===== src/design/assert_macros.svh =====
// Assertion macros for the RTL of the segment serializer.
// No dependencies; included by the top level, the only module that carries assertions.
`ifndef ASSERT_MACROS_SVH
`define ASSERT_MACROS_SVH

// Implication checked at every rising clock edge outside reset.
`define ASSERT_CLK(lbl, clk, rst_n, prop, msg) \
    lbl: assert property (@(posedge clk) disable iff (!rst_n) prop) else $error(msg);

// Implication checked at every rising clock edge, reset included.
`define ASSERT_ALWAYS(lbl, clk, prop, msg) \
    lbl: assert property (@(posedge clk) prop) else $error(msg);

`endif


===== src/design/stdss_pkg.sv =====
// Package of the signed three-digit segment serializer: segment codes.
// No dependencies; imported by the top level.
`default_nettype none

package stdss_pkg;

    typedef logic [7:0] t_seg;

    localparam t_seg SEG_BLANK = 8'h01;
    localparam t_seg SEG_MINUS = 8'h02;

    localparam t_seg SEG_DIGIT [10] = '{
        8'hFD, 8'h61, 8'hDB, 8'hF3, 8'h67, 8'hB7, 8'hBF, 8'hE1, 8'hFF, 8'hF7
    };

endpackage

`default_nettype wire


===== src/design/signed_three_digit_segment_serializer.sv =====
// Signed three-digit seven-segment serializer, top level.
// Depends on stdss_pkg and assert_macros.svh.
//
// Use: a signed 8-bit value arrives as one word on the slave stream
// (i_s_tdata). It is shown as its decimal magnitude on three seven-segment
// digits with leading blanking and a minus segment for negative values.
// For every value the master stream delivers one frame of FRAME_BITS
// words, one serial bit per word in o_m_tdata[0]: a 1 start bit, the
// hundreds, tens and units patterns MSB first, then zero bits. o_m_tlast
// marks the last word of the frame.
// The first word of a frame is offered once its value has passed the input
// register and been loaded into the shifter, when the shifter is free. The
// single output shift register moves one bit per accepted word; a waiting
// value is loaded as the last word is taken, so frames follow without a gap.
// A new value is taken into the input register while the previous frame is
// still shifting, so one value waits ahead of the shifter.
// When the receiver stalls (i_m_tready low), the current bit holds and the
// input side stops once its register is full.
// Reset (synchronous, active low) empties both stages; no frame is pending.
`default_nettype none
`include "assert_macros.svh"

module signed_three_digit_segment_serializer #(
    parameter int FRAME_BITS = 36
) (
    input  wire logic       i_clk,
    input  wire logic       i_rst_n,
    input  wire logic       i_s_tvalid,
    output logic            o_s_tready,
    input  wire logic [7:0] i_s_tdata,  // [7:0] value (signed)
    output logic            o_m_tvalid,
    input  wire logic       i_m_tready,
    output logic [7:0]      o_m_tdata,  // [0] serial_bit, [7:1] zero
    output logic            o_m_tlast   // frame_end
);
    import stdss_pkg::*;

    localparam int CNT_W = $clog2(FRAME_BITS);
    localparam int PAD   = FRAME_BITS - 25;
    localparam logic [CNT_W-1:0] LAST_CNT = CNT_W'(FRAME_BITS - 1);

    logic                  r_in_valid;
    logic [7:0]            r_in_value;
    logic                  r_busy;
    logic [CNT_W-1:0]      r_count;
    logic [FRAME_BITS-1:0] r_shift;

    logic                  out_fire;
    logic                  last_fire;
    logic                  load;
    logic                  neg;
    logic [7:0]            mag;
    logic                  hund;
    logic [6:0]            rem;
    logic [14:0]           prod;
    logic [3:0]            tens;
    logic [6:0]            tens_x10;
    logic [3:0]            units;
    t_seg                  p0;
    t_seg                  p1;
    t_seg                  p2;
    logic [24:0]           pat;
    logic [FRAME_BITS-1:0] n_shift;

    assign out_fire  = r_busy && i_m_tready;
    assign last_fire = out_fire && (r_count == LAST_CNT);
    assign load      = r_in_valid && (!r_busy || last_fire);
    assign o_s_tready = !r_in_valid || load;

    assign o_m_tvalid = r_busy;
    assign o_m_tdata  = {7'd0, r_shift[FRAME_BITS-1]};
    assign o_m_tlast  = r_busy && (r_count == LAST_CNT);

    always_comb begin
        neg  = r_in_value[7];
        mag  = neg ? (8'd0 - r_in_value) : r_in_value;
        hund = (mag >= 8'd100);
        rem  = hund ? 7'(mag - 8'd100) : mag[6:0];
        prod = 15'(rem) * 15'd205;
        tens = prod[14:11];
        tens_x10 = 7'({tens, 3'b000}) + 7'({tens, 1'b0});
        units = 4'(rem - tens_x10);

        p2 = SEG_DIGIT[units];
        p1 = (tens == 4'd0 && !hund) ? SEG_BLANK : SEG_DIGIT[tens];
        p0 = hund ? SEG_DIGIT[1] : SEG_BLANK;
        if (neg) begin
            if (mag < 8'd10) begin
                p1 = p1 | SEG_MINUS;
            end else begin
                p0 = p0 | SEG_MINUS;
            end
        end
        p0 = p0 ^ SEG_BLANK;
        p1 = p1 ^ SEG_BLANK;
        p2 = p2 ^ SEG_BLANK;

        pat     = {1'b1, p0, p1, p2};
        n_shift = FRAME_BITS'(pat) << PAD;
    end

    always_ff @(posedge i_clk) begin
        if (!i_rst_n) begin
            r_in_valid <= 1'b0;
        end else if (i_s_tvalid && o_s_tready) begin
            r_in_valid <= 1'b1;
        end else if (load) begin
            r_in_valid <= 1'b0;
        end
    end

    always_ff @(posedge i_clk) begin
        if (i_s_tvalid && o_s_tready) begin
            r_in_value <= i_s_tdata;
        end
    end

    always_ff @(posedge i_clk) begin
        if (!i_rst_n) begin
            r_busy  <= 1'b0;
            r_count <= '0;
        end else if (load) begin
            r_busy  <= 1'b1;
            r_count <= '0;
        end else if (out_fire) begin
            r_busy  <= !last_fire;
            r_count <= last_fire ? '0 : r_count + CNT_W'(1);
        end
    end

    always_ff @(posedge i_clk) begin
        if (!i_rst_n) begin
            r_shift <= '0;
        end else if (load) begin
            r_shift <= n_shift;
        end else if (out_fire) begin
            r_shift <= r_shift << 1;
        end
    end

    `ASSERT_CLK(a_count_range, i_clk, i_rst_n, r_count <= LAST_CNT, "count past frame end")
    `ASSERT_CLK(a_start_bit, i_clk, i_rst_n, load |=> (o_m_tdata[0] && r_count == '0), "bad start")
    `ASSERT_CLK(a_pending_starts, i_clk, i_rst_n, (r_in_valid && !r_busy) |=> r_busy, "no load")
    `ASSERT_CLK(a_frame_done, i_clk, i_rst_n, (last_fire && !r_in_valid) |=> !o_m_tvalid, "late")
    `ASSERT_ALWAYS(a_last_valid, i_clk, o_m_tlast |-> o_m_tvalid, "tlast without tvalid")

endmodule

`default_nettype wire


===== config.mk =====
export PLATFORM = sky130hd
export DESIGN_NAME = signed_three_digit_segment_serializer
export DESIGN_NICKNAME = d
export VERILOG_FILES = /design/src/design/stdss_pkg.sv /design/src/design/signed_three_digit_segment_serializer.sv
export VERILOG_INCLUDE_DIRS = /design/src /design/src/design
export SDC_FILE = /design/constraint.sdc
export NUM_CORES = 1
export LEC_CHECK = 0
export BUFFER_PORTS_ARGS = -buffer_cell sky130_fd_sc_hd__buf_2
export CORE_ASPECT_RATIO = 0.6
export CORE_UTILIZATION = 39
export CTS_BUF_LIST = sky130_fd_sc_hd__clkbuf_8 sky130_fd_sc_hd__clkbuf_16
export CTS_CLUSTER_DIAMETER = 120
export DETAILED_ROUTE_END_ITERATION = 8
export SLEW_MARGIN = 20
export SYNTH_ARGS = -nofsm -noshare
export SYNTH_HDL_FRONTEND = slang
export SYNTH_SLANG_ARGS = --single-unit

===== constraint.sdc =====
create_clock -name i_clk -period 10.7 [get_ports i_clk]
set_input_delay 0 -clock i_clk [delete_from_list [all_inputs] [get_ports i_clk]]
set_output_delay 0 -clock i_clk [all_outputs]
set_load 0.03 [all_outputs]

==> results of run 1 <==
layer usage:
layer / GRT usage [%] / wire length [um] / part of all wire, %
met2: 23.4 / 2630 / 37
met4: 4.39 / 61 / 0.86
met1: 26.9 / 4020 / 57
met3: 2.95 / 403 / 5.7
met5: 0 / 0 / 0
timing repair:
| item | 4_1_cts | 5_1_grt |
|---|---|---|
| endpoints found under the hold margin | 9 | 0 |
| hold buffers | 9 | 0 |
| endpoints found under the setup margin | 0 | 0 |
stage by stage:
| stage | instance area, um^2 | hold WS [ns] | total power [mW] | std cells |
|---|---|---|---|---|
| 2_1_floorplan | 3380 | 0.0989 | 0.744 | 399 |
| 3_3_place_gp | 3490 | 0.178 | 0.886 | 504 |
| 3_5_place_dp | 3490 | 0.178 | 0.891 | 504 |
| 4_1_cts | 3760 | 0.100 | 1.08 | 521 |
| 5_1_grt | 3770 | 0.126 | 1.20 | 521 |
| 6_report | 3770 | 0.0945 | 1.08 | 521 |
state kept, by name, indices dropped and copies added (netlist names):
name / cells
r_count: 6
r_in_valid: 1
r_shift: 24
o_m_tvalid: 1
r_in_value: 8
cells in the mapped netlist, types with 2 or more instances:
cell type / instances
sky130_fd_sc_hd__xnor2_1: 8
sky130_fd_sc_hd__o21ai_1: 2
sky130_fd_sc_hd__o21ai_0: 5
sky130_fd_sc_hd__nand3_1: 12
sky130_fd_sc_hd__o31ai_1: 2
sky130_fd_sc_hd__or2_2: 3
sky130_fd_sc_hd__nor3_1: 8
sky130_fd_sc_hd__nand2b_1: 8
sky130_fd_sc_hd__mux2i_1: 10
sky130_fd_sc_hd__fa_1: 8
sky130_fd_sc_hd__inv_1: 38
sky130_fd_sc_hd__buf_4: 8
sky130_fd_sc_hd__o311a_1: 6
sky130_fd_sc_hd__nand4_1: 4
sky130_fd_sc_hd__and2_1: 4
sky130_fd_sc_hd__clkbuf_1: 10
sky130_fd_sc_hd__ha_1: 49
sky130_fd_sc_hd__nor2_1: 21
sky130_fd_sc_hd__nand4b_1: 2
sky130_fd_sc_hd__a31oi_1: 7
sky130_fd_sc_hd__edfxtp_1: 8
sky130_fd_sc_hd__nor2b_1: 5
sky130_fd_sc_hd__a211oi_4: 2
sky130_fd_sc_hd__xor2_1: 10
sky130_fd_sc_hd__a211oi_1: 2
sky130_fd_sc_hd__nand2_1: 63
sky130_fd_sc_hd__a21o_1: 3
sky130_fd_sc_hd__dfxtp_1: 32
sky130_fd_sc_hd__a21oi_1: 21
sky130_fd_sc_hd__a2111o_1: 2
sky130_fd_sc_hd__a221oi_1: 5
worst min path at each step:
stage | from | end | slack (ns) | cells after the start
2_1_floorplan | i_s_tdata[0] | r_in_value[0] | 0.1 | 0
3_3_place_gp | i_s_tdata[2] | r_in_value[2] | 0.18 | 1
3_5_place_dp | i_s_tdata[4] | r_in_value[4] | 0.18 | 1
4_1_cts | i_rst_n | r_shift[21] | 0.10 | 3
5_1_grt | i_rst_n | r_shift[15] | 0.13 | 2
6_report | i_rst_n | r_shift[21] | 0.09 | 3
power breakdown:
part / internal [mW] / total (mW) / switching [mW]
sequential: 0.170 / 0.180 / 0.0102
clock: 0.123 / 0.180 / 0.0569
combinational: 0.288 / 0.719 / 0.431
cells by family (layout without fill, tap and decap cells):
group	Yosys count	in the layout	share of synthesized area [%]
AOI/OAI and AO/OA	65	65	14.0
xor gates and xnor gates	20	20	5.67
adders and majority gates	57	57	23.1
buffers and inverters	58	72	7.42
DFF	40	40	26.3
muxes	10	10	2.98
other	1	7	0.112
and+or+nand+nor	142	142	20.6
layout make-up:
cell class                      count  area, um^2  area share [%]
Clock buffer                        7         153            4.05
Clock inverter                      1        30.0           0.796
Inverter                           39         146            3.88
Multi-Input combinational cell    301        2250            59.8
Sequential cell                    40         881            23.3
Tap cell                          108         135            3.58
Timing Repair Buffer               25         173            4.58
worst register-to-register path: cells and delay by family (launching register included):
kind | cells | cell delay, ns
DFF | 1 | 0.46
adders and majority gates | 7 | 2.38
and+or+nand+nor | 9 | 1.80
muxes | 1 | 0.12
buffers and inverters | 6 | 0.58
xor gates and xnor gates | 4 | 1.40
AOI/OAI and AO/OA | 5 | 1.95
==> impl_results.rst, run 1 <==
.. list-table::
   :header-rows: 1

   * - Metric
     - Value
   * - Status
     - finished clean
   * - Final RePlAce weighted congestion
     - 0.796
   * - Site row count
     - 25
   * - Maximum ir drop on the vdd rail
     - 0.146 mV
   * - Final core occ
     - 46.6%
   * - Async S/R FF share, synth
     - 0%
   * - Core Area
     - 8100 um^2
   * - Worst flop-to-flop path endpoint
     - r_shift[14]
   * - Number of buffers on the longest clock path
     - 2
   * - Power density of the placed cells
     - 286 nW/um^2
   * - Post-synthesis average cell area
     - 8.54 um^2
   * - Post-CTS Repair Setup Buffers
     - 0
   * - First-pass GRT wire length
     - 11900 um
   * - Die Area
     - 8990 um^2
   * - Final critical delay including setup and external delays
     - 8.76 ns
   * - Inserted Clock Buffers
     - 5
   * - Mapped cell area
     - 3350 um^2
   * - # setup viols final
     - 0
   * - Count of max-cap constraint violations
     - 0
   * - Setup Skew
     - 0.00519 ns
   * - Number of gates resized after CTS
     - 0
   * - Remaining number of nets flagged by the antenna check after routing
     - 0
   * - Fin. Hold Viols
     - 0
   * - CP delay by family, top
     - adder cells
   * - Die span in y
     - 73.8 um
   * - Aggregate global-route resource usage
     - 17.1%
   * - Most used flip-flop cell after synthesis
     - sky130_fd_sc_hd__dfxtp_1
   * - Achievable frequency
     - 114 MHz
   * - Clk slew on worst S/H paths
     - 0.06 ns
   * - Type of element capturing the critical path
     - flip-flop
   * - Number of enable flip-flop cells after synthesis
     - 8
   * - Share of cells above drive strength 1
     - 8.72%
   * - Category of the critical setup timing path
     - flip-flop to flip-flop
   * - Warnings from Yosys
     - 0
   * - Number of diodes
     - 0
   * - Register bit total from synthesis
     - 40
   * - Setup repair after global routing missed its margin
     - no
   * - Number of instances in the synthesized netlist
     - 393
   * - Via density
     - 5.13
   * - Area Overhead vs Synth
     - 12.5%
   * - Largest net degree at the start of global routing
     - 30
   * - Place WS
     - 1.99 ns
   * - Type of element launching the critical path
     - flip-flop
   * - Horizontal die dimension
     - 122 um
   * - Relative slew slack
     - 35.2%
   * - Number of filler cells placed in the layout
     - 775
   * - Count of routing violations after the opening detailed-route iteration
     - 203
   * - Routed wire per std cell
     - 13.7 um
   * - Cell chosen for the clock root
     - sky130_fd_sc_hd__clkbuf_16
   * - Summed negative setup slack over all endpoints
     - 0 ns
   * - Via count of the first global-routing pass
     - 2450
   * - Global route total overflow
     - 0
   * - Cell type with the highest aggregate area in the netlist
     - sky130_fd_sc_hd__dfxtp_1
   * - Slew Limit Fails
     - 0
   * - Lkg Pwr
     - 1.75 nW
   * - Endpoint of the worst setup timing path
     - r_shift[14]
   * - Number of antenna violations at the first check in global routing
     - 0
   * - Cell with the largest stage delay on the worst path
     - sky130_fd_sc_hd__a21boi_0
   * - Fraction of the yosys area taken by sequential cells
     - 26.3%
   * - Most common cell after layout, fill and taps aside
     - sky130_fd_sc_hd__nand2_1
   * - IO buf count
     - 15
   * - First-pass detailed-route iteration total
     - 4
   * - Routed via count
     - 2672
   * - CTS tree
     - yes
   * - Launching point of the worst reg2reg path
     - r_in_value[0]
   * - Worst reg2reg path depth
     - 32
   * - Post-detailed-route DRC marker count
     - 0
   * - Worst setup slack for register-to-register paths
     - 1.94 ns
   * - Clock network latency to the later pin of the worst-skew pair
     - 0.28 ns
   * - Stages on the worst setup path
     - 32
   * - Class of the tightest hold or removal check
     - primary input to flip-flop
   * - Worst endpoint required time
     - 10.92 ns
   * - Crit path DAT
     - 8.98 ns
   * - HPWL Detailed
     - 5540 um
   * - Worst path max stage delay
     - 0.52 ns
   * - Main area contributors after synthesis
     - sky130_fd_sc_hd__dfxtp_1, sky130_fd_sc_hd__ha_1, sky130_fd_sc_hd__edfxtp_1, sky130_fd_sc_hd__nand2_1, sky130_fd_sc_hd__fa_1
   * - Number of levels in the clock H-tree
     - 2
   * - Portion of synthesized cell area occupied by the leading cell type
     - 19.1%
   * - Number of nets at the end of the flow
     - 481
   * - Total clock sinks
     - 40
   * - Slew @ Worst Pin
     - 0.970 ns
   * - Setup slack of the critical path after layout
     - 1.94 ns
   * - Initial Util
     - 41.4%
   * - Yosys cell types
     - 56
   * - Setup crit start
     - r_in_value[0]
   * - Final critical-path share of the clock period
     - 81.9%
   * - Highest net fanout along the worst path
     - 10
   * - Most frequent cells in the layout
     - sky130_fd_sc_hd__nand2_1, sky130_fd_sc_hd__ha_1, sky130_fd_sc_hd__inv_1, sky130_fd_sc_hd__dfxtp_1
   * - Combined buffer and inverter count along the critical path
     - 6
   * - Count of pins on the block boundary
     - 23
   * - Overall routed net length
     - 7110 um
(Power assumes the default switching activity.)
==> inputs of run 2 (changes only) <==
- clock period: 10.7 -> 7.4 ns (I/O delays scaled with it)
==> impl_results.rst, run 2 (synthesis gave the netlist of run 1 again) <==
.. list-table::
   :header-rows: 1

   * - Metric
     - Value
   * - Crit path DAT
     - 7.33 ns
   * - Cell with the largest stage delay on the worst path
     - sky130_fd_sc_hd__fa_1
   * - First-pass GRT wire length
     - 12100 um
   * - Summed negative setup slack over all endpoints
     - 0 ns
   * - Type of element launching the critical path
     - flip-flop
   * - Remaining number of nets flagged by the antenna check after routing
     - 0
   * - Number of non-filler instances in the completed layout
     - 542
   * - Count of pins on the block boundary
     - 23
   * - Most flop-heavy register
     - r_shift
   * - Fin. Hold Viols
     - 0
   * - Category of the critical setup timing path
     - flip-flop to flip-flop
   * - Final critical delay including setup and external delays
     - 7.16 ns
   * - Clock network latency to the later pin of the worst-skew pair
     - 0.28 ns
   * - Global route total overflow
     - 0
   * - Worst path max stage delay
     - 0.51 ns
   * - First-pass detailed-route iteration total
     - 5
   * - HPWL Detailed
     - 5750 um
   * - Worst endpoint required time
     - 7.57 ns
   * - Via density
     - 5.15
   * - Lkg Pwr
     - 1.86 nW
   * - Number of filler cells placed in the layout
     - 787
   * - Die span in y
     - 73.8 um
   * - Slew Limit Fails
     - 0
   * - Number of levels in the clock H-tree
     - 2
   * - Setup slack of the critical path after layout
     - 0.242 ns
   * - Dpl cells
     - 518
   * - Number of buffers on the longest clock path
     - 2
   * - Type of element capturing the critical path
     - flip-flop
   * - Count of routing violations after the opening detailed-route iteration
     - 269
   * - Number of diodes
     - 0
   * - Die Area
     - 8990 um^2
   * - Most common cell after layout, fill and taps aside
     - sky130_fd_sc_hd__nand2_1
   * - Initial Util
     - 41.4%
   * - Number of nets at the end of the flow
     - 502
   * - Highest net fanout along the worst path
     - 6
   * - Slew @ Worst Pin
     - 0.974 ns
   * - Most frequent cells in the layout
     - sky130_fd_sc_hd__nand2_1, sky130_fd_sc_hd__ha_1, sky130_fd_sc_hd__inv_1, sky130_fd_sc_hd__dfxtp_1, sky130_fd_sc_hd__buf_4
   * - Aggregate global-route resource usage
     - 17.4%
   * - Final core occ
     - 49.4%
   * - Site row count
     - 25
   * - Horizontal die dimension
     - 122 um
   * - Registers with the highest flip-flop counts
     - r_shift (24), r_in_value (8), r_count (6)
   * - Overall routed net length
     - 7470 um
   * - Cell chosen for the clock root
     - sky130_fd_sc_hd__clkbuf_16
   * - Area Overhead vs Synth
     - 19.3%
   * - Setup Skew
     - 0.00248 ns
   * - Final RePlAce weighted congestion
     - 0.838
   * - Number of antenna violations at the first check in global routing
     - 0
   * - Clk slew on worst S/H paths
     - 0.06 ns
   * - CTS tree
     - yes
   * - Inserted Clock Buffers
     - 5
   * - IO buf count
     - 15
   * - Routed via count
     - 2789
   * - Total clock sinks
     - 40
   * - Final critical-path share of the clock period
     - 96.7%
   * - Via count of the first global-routing pass
     - 2533
   * - Count of max-cap constraint violations
     - 0
   * - Class of the tightest hold or removal check
     - primary input to flip-flop
   * - Achievable frequency
     - 140 MHz
   * - Routed wire per std cell
     - 13.8 um
   * - Share of cells above drive strength 1
     - 15.4%
   * - # setup viols final
     - 0
   * - Largest net degree at the start of global routing
     - 30
   * - Power density of the placed cells
     - 418 nW/um^2
   * - Post-detailed-route DRC marker count
     - 0
   * - Final standard cell area without fillers
     - 4000 um^2
   * - Library cell appearing most often on the critical path
     - sky130_fd_sc_hd__inv_1
   * - Status
     - finished clean
   * - Relative slew slack
     - 34.9%
   * - Place WS
     - -0.0771 ns
   * - Max reg flops
     - 24
   * - Maximum ir drop on the vdd rail
     - 0.239 mV
   * - Core Area
     - 8100 um^2
   * - Placed cell areas
     - 3610 um^2
[run 2: cell count changes in the layout (fill, tap and decap cells not counted), moves of 2 or more]
cell,before,now
sky130_fd_sc_hd__xnor2_2,1,3
sky130_fd_sc_hd__ha_1,49,47
sky130_fd_sc_hd__xnor2_1,8,6
sky130_fd_sc_hd__clkbuf_8,2,0
sky130_fd_sc_hd__buf_4,1,22
sky130_fd_sc_hd__ha_4,0,2
[run 2: stage by stage]
| stage | hold WS, ns | power, mW |
|---|---|---|
| 2_1_floorplan | 0.0989 | 1.09 |
| 3_3_place_gp | 0.176 | 1.33 |
| 3_5_place_dp | 0.178 | 1.34 |
| 4_1_cts | 0.0799 | 1.59 |
| 5_1_grt | 0.116 | 1.83 |
| 6_report | 0.0852 | 1.67 |
[run 2: layer usage]
| layer | part of all wire, % | wire (um) | vias to the layer above | global-route usage [%] |
|---|---|---|---|---|
| li1 | - | - | 1423 | - |
| met1 | 56 | 4170 | 1260 | 28.1 |
| met2 | 38 | 2820 | 100 | 23.5 |
| met3 | 5.7 | 428 | 6 | 2.56 |
| met4 | 0.59 | 44 | 0 | 3.29 |
| met5 | 0 | 0 | - | 0 |
[run 2: repair_timing]
action | in CTS | in global routing
hold buffers | 9 | 0
buffers inserted | 0 | 7
hold endpoints to repair | 9 | 0
resized for setup | 1 | 12
endpoints found under the setup margin | 7 | 12
pin swaps | 0 | 3
[run 2: worst paths after layout]
| path | from | to | slack, ns | depth (start not counted) |
|---|---|---|---|---|
| setup / recovery | r_in_value[1] | r_shift[17] | 0.24 | 32 |
| hold / removal | i_rst_n | r_shift[21] | 0.09 | 3 |
| setup reg to reg | r_in_value[1] | r_shift[17] | 0.24 | 32 |
| hold reg to reg | r_shift[30] | r_shift[31] | 0.45 | 2 |
[run 2: area by class of cell]
cell class / instances / area (um^2) / share of cell area, %
multi-input combinational: 301 / 2340 / 58.5
timing repair buffer: 46 / 330 / 8.26
inverter: 39 / 146 / 3.66
sequential: 40 / 881 / 22.0
tap: 108 / 135 / 3.38
clock inverter: 2 / 16.3 / 0.407
clock buffer: 6 / 150 / 3.75
[run 2: worst max-delay path, delay by kind of cell, from the launching register on]
kind | cells | cell delay [ns]
and+or+nand+nor | 7 | 1.06
AOI/OAI and AO/OA | 6 | 1.66
xor gates and xnor gates | 5 | 1.06
adders and majority gates | 7 | 2.23
buffers and inverters | 7 | 0.60
DFF | 1 | 0.42
[run 2: where the power goes]
part           internal, mW  switching (mW)
Combinational         0.503           0.670
Clock                 0.147          0.0922
Sequential            0.245          0.0138
==> inputs of run 3 (changes only) <==
- CELL_PAD_IN_SITES_DETAIL_PLACEMENT: not set -> 0
- CELL_PAD_IN_SITES_GLOBAL_PLACEMENT: not set -> 1
- PLACE_DENSITY_LB_ADDON: not set -> 0.1
- clock period: 7.4 -> 7.5 ns (I/O delays scaled with it)
==> impl_results.rst, run 3 (synthesis gave the netlist of run 1 again) <==
.. list-table::
   :header-rows: 1

   * - Metric
     - Value
   * - Slew Limit Fails
     - 0
   * - Global route total overflow
     - 0
   * - HPWL Detailed
     - 5930 um
   * - Maximum ir drop on the vdd rail
     - 0.204 mV
   * - Core Area
     - 8100 um^2
   * - Most frequent cells in the layout
     - sky130_fd_sc_hd__nand2_1, sky130_fd_sc_hd__ha_1, sky130_fd_sc_hd__inv_1, sky130_fd_sc_hd__dfxtp_1, sky130_fd_sc_hd__nor2_1
   * - First-pass detailed-route iteration total
     - 4
   * - Achievable frequency
     - 142 MHz
   * - IO buf count
     - 15
   * - Switching share of total power
     - 46.7%
   * - Total Power Consumption
     - 1.63 mW
   * - Lkg Pwr
     - 1.84 nW
   * - Power share of the sequential group
     - 15.7%
   * - Cell chosen for the clock root
     - sky130_fd_sc_hd__clkbuf_16
   * - Via count of the first global-routing pass
     - 2551
   * - Die span in y
     - 73.8 um
   * - Count of routing violations after the opening detailed-route iteration
     - 170
   * - Fin. Hold Viols
     - 0
   * - Highest net fanout along the worst path
     - 9
   * - Remaining number of nets flagged by the antenna check after routing
     - 0
   * - Clk slew on worst S/H paths
     - 0.06 ns
   * - Horizontal die dimension
     - 122 um
   * - First-pass GRT wire length
     - 12900 um
   * - Most common cell after layout, fill and taps aside
     - sky130_fd_sc_hd__nand2_1
   * - Count of max-cap constraint violations
     - 0
   * - Worst path max stage delay
     - 0.49 ns
   * - Setup Skew
     - 0.0111 ns
   * - Count of pins on the block boundary
     - 23
   * - Number of buffers on the longest clock path
     - 2
   * - Total clock sinks
     - 40
   * - Place WS
     - -0.188 ns
   * - Routed wire per std cell
     - 13.8 um
   * - Final core occ
     - 49.0%
   * - Via density
     - 4.97
   * - Largest net degree at the start of global routing
     - 30
   * - Library cell appearing most often on the critical path
     - sky130_fd_sc_hd__ha_1
   * - Share of total power in combinational logic
     - 71.3%
   * - Most flop-heavy register
     - r_shift
   * - Category of the critical setup timing path
     - flip-flop to flip-flop
   * - Switching power of the nets
     - 0.759 mW
   * - Slew @ Worst Pin
     - 0.974 ns
   * - Worst endpoint required time
     - 7.67 ns
   * - Routed via count
     - 2686
   * - Internal power summed over all cells
     - 0.866 mW
   * - Type of element capturing the critical path
     - flip-flop
   * - Die Area
     - 8990 um^2
   * - Power density of the placed cells
     - 409 nW/um^2
   * - Cell with the largest stage delay on the worst path
     - sky130_fd_sc_hd__fa_1
   * - Crit path DAT
     - 7.23 ns
   * - Area Overhead vs Synth
     - 18.4%
   * - Setup slack of the critical path after layout
     - 0.446 ns
   * - Aggregate global-route resource usage
     - 18.9%
   * - Registers with the highest flip-flop counts
     - r_shift (24), r_in_value (8), r_count (6)
   * - Final critical delay including setup and external delays
     - 7.05 ns
   * - Final critical-path share of the clock period
     - 94.1%
   * - Max reg flops
     - 24
   * - Number of diodes
     - 0
   * - Status
     - finished clean
   * - Number of antenna violations at the first check in global routing
     - 0
   * - Worst hold margin
     - 0.0967 ns
   * - CTS tree
     - yes
   * - Clock network latency to the later pin of the worst-skew pair
     - 0.29 ns
   * - Number of nets at the end of the flow
     - 500
   * - # setup viols final
     - 0
   * - Site row count
     - 25
   * - Number of levels in the clock H-tree
     - 2
   * - Inserted Clock Buffers
     - 5
   * - Post-detailed-route DRC marker count
     - 0
   * - Overall routed net length
     - 7470 um
   * - Clock share of power
     - 13.0%
   * - Type of element launching the critical path
     - flip-flop
   * - Share of cells above drive strength 1
     - 15.3%
   * - Initial Util
     - 41.4%
   * - Class of the tightest hold or removal check
     - primary input to flip-flop
   * - Final RePlAce weighted congestion
     - 0.827
   * - Relative slew slack
     - 34.9%
==> run 3: worst paths after layout <==
| kind | startpoint | to | slack, ns | cells past startpoint |
|---|---|---|---|---|
| max | r_in_value[2] | r_shift[17] | 0.45 | 26 |
| min | i_rst_n | r_shift[21] | 0.1 | 3 |
| min reg2reg | r_shift[33] | r_shift[34] | 0.45 | 2 |
| max reg2reg | r_in_value[2] | r_shift[17] | 0.45 | 26 |
==> run 3: area by class of cell <==
| type | instances | area [um^2] |
|---|---|---|
| fill | 785 | 4130 |
| timing repair buffer | 44 | 315 |
| sequential | 40 | 881 |
| clock buffer | 5 | 125 |
| multi-input combinational | 301 | 2350 |
| tap | 108 | 135 |
| clock inverter | 3 | 18.8 |
| inverter | 39 | 146 |
==> run 3: what timing repair did <==
| item | CTS | global route |
|---|---|---|
| resized for setup | 2 | 13 |
| hold endpoints to repair | 9 | 0 |
| gates cloned | 0 | 0 |
| setup endpoints to repair | 7 | 12 |
| hold buffers | 9 | 0 |
| buffers inserted | 0 | 8 |
| pin swaps | 0 | 5 |
==> run 3: stage by stage <==
stage / cell area [um^2] / instances / TNS [ns]
after floorplan: 3380 / 399 / 0
after global routing: 3970 / 540 / -0.00234
after CTS: 3830 / 532 / 0
after detailed placement: 3580 / 515 / -1.21
final: 3970 / 540 / 0
after global placement: 3580 / 515 / 0
==> run 3: critical path, delay by kind of cell, from the launching register on <==
| kind | cells | cell delay, ns |
|---|---|---|
| multiplexers | 1 | 0.30 |
| buffers and inverters | 3 | 0.29 |
| AND/OR/NAND/NOR | 3 | 0.66 |
| XOR/XNOR | 3 | 0.69 |
| AO/OA/AOI/OAI | 9 | 2.22 |
| adder cells (fa/ha/maj) | 7 | 2.30 |
| flip-flops | 1 | 0.48 |
==> run 3: per-layer routing <==
layer,vias to the layer above,GRT usage [%],routed length [um]
met1,1223,30.3,4520
met3,2,4.04,240
met2,43,24.6,2670
li1,1418,-,-
met5,-,0,0
met4,0,4.12,29
==> run 3: power groups by stage <==
stage          clock, mW  sequential, mW  combinational (mW)
2_1_floorplan          0           0.257               0.816
3_3_place_gp           0           0.260                1.08
3_5_place_dp           0           0.260                1.07
4_1_cts            0.214           0.255                1.08
5_1_grt            0.225           0.259                1.34
6_report           0.211           0.255                1.16
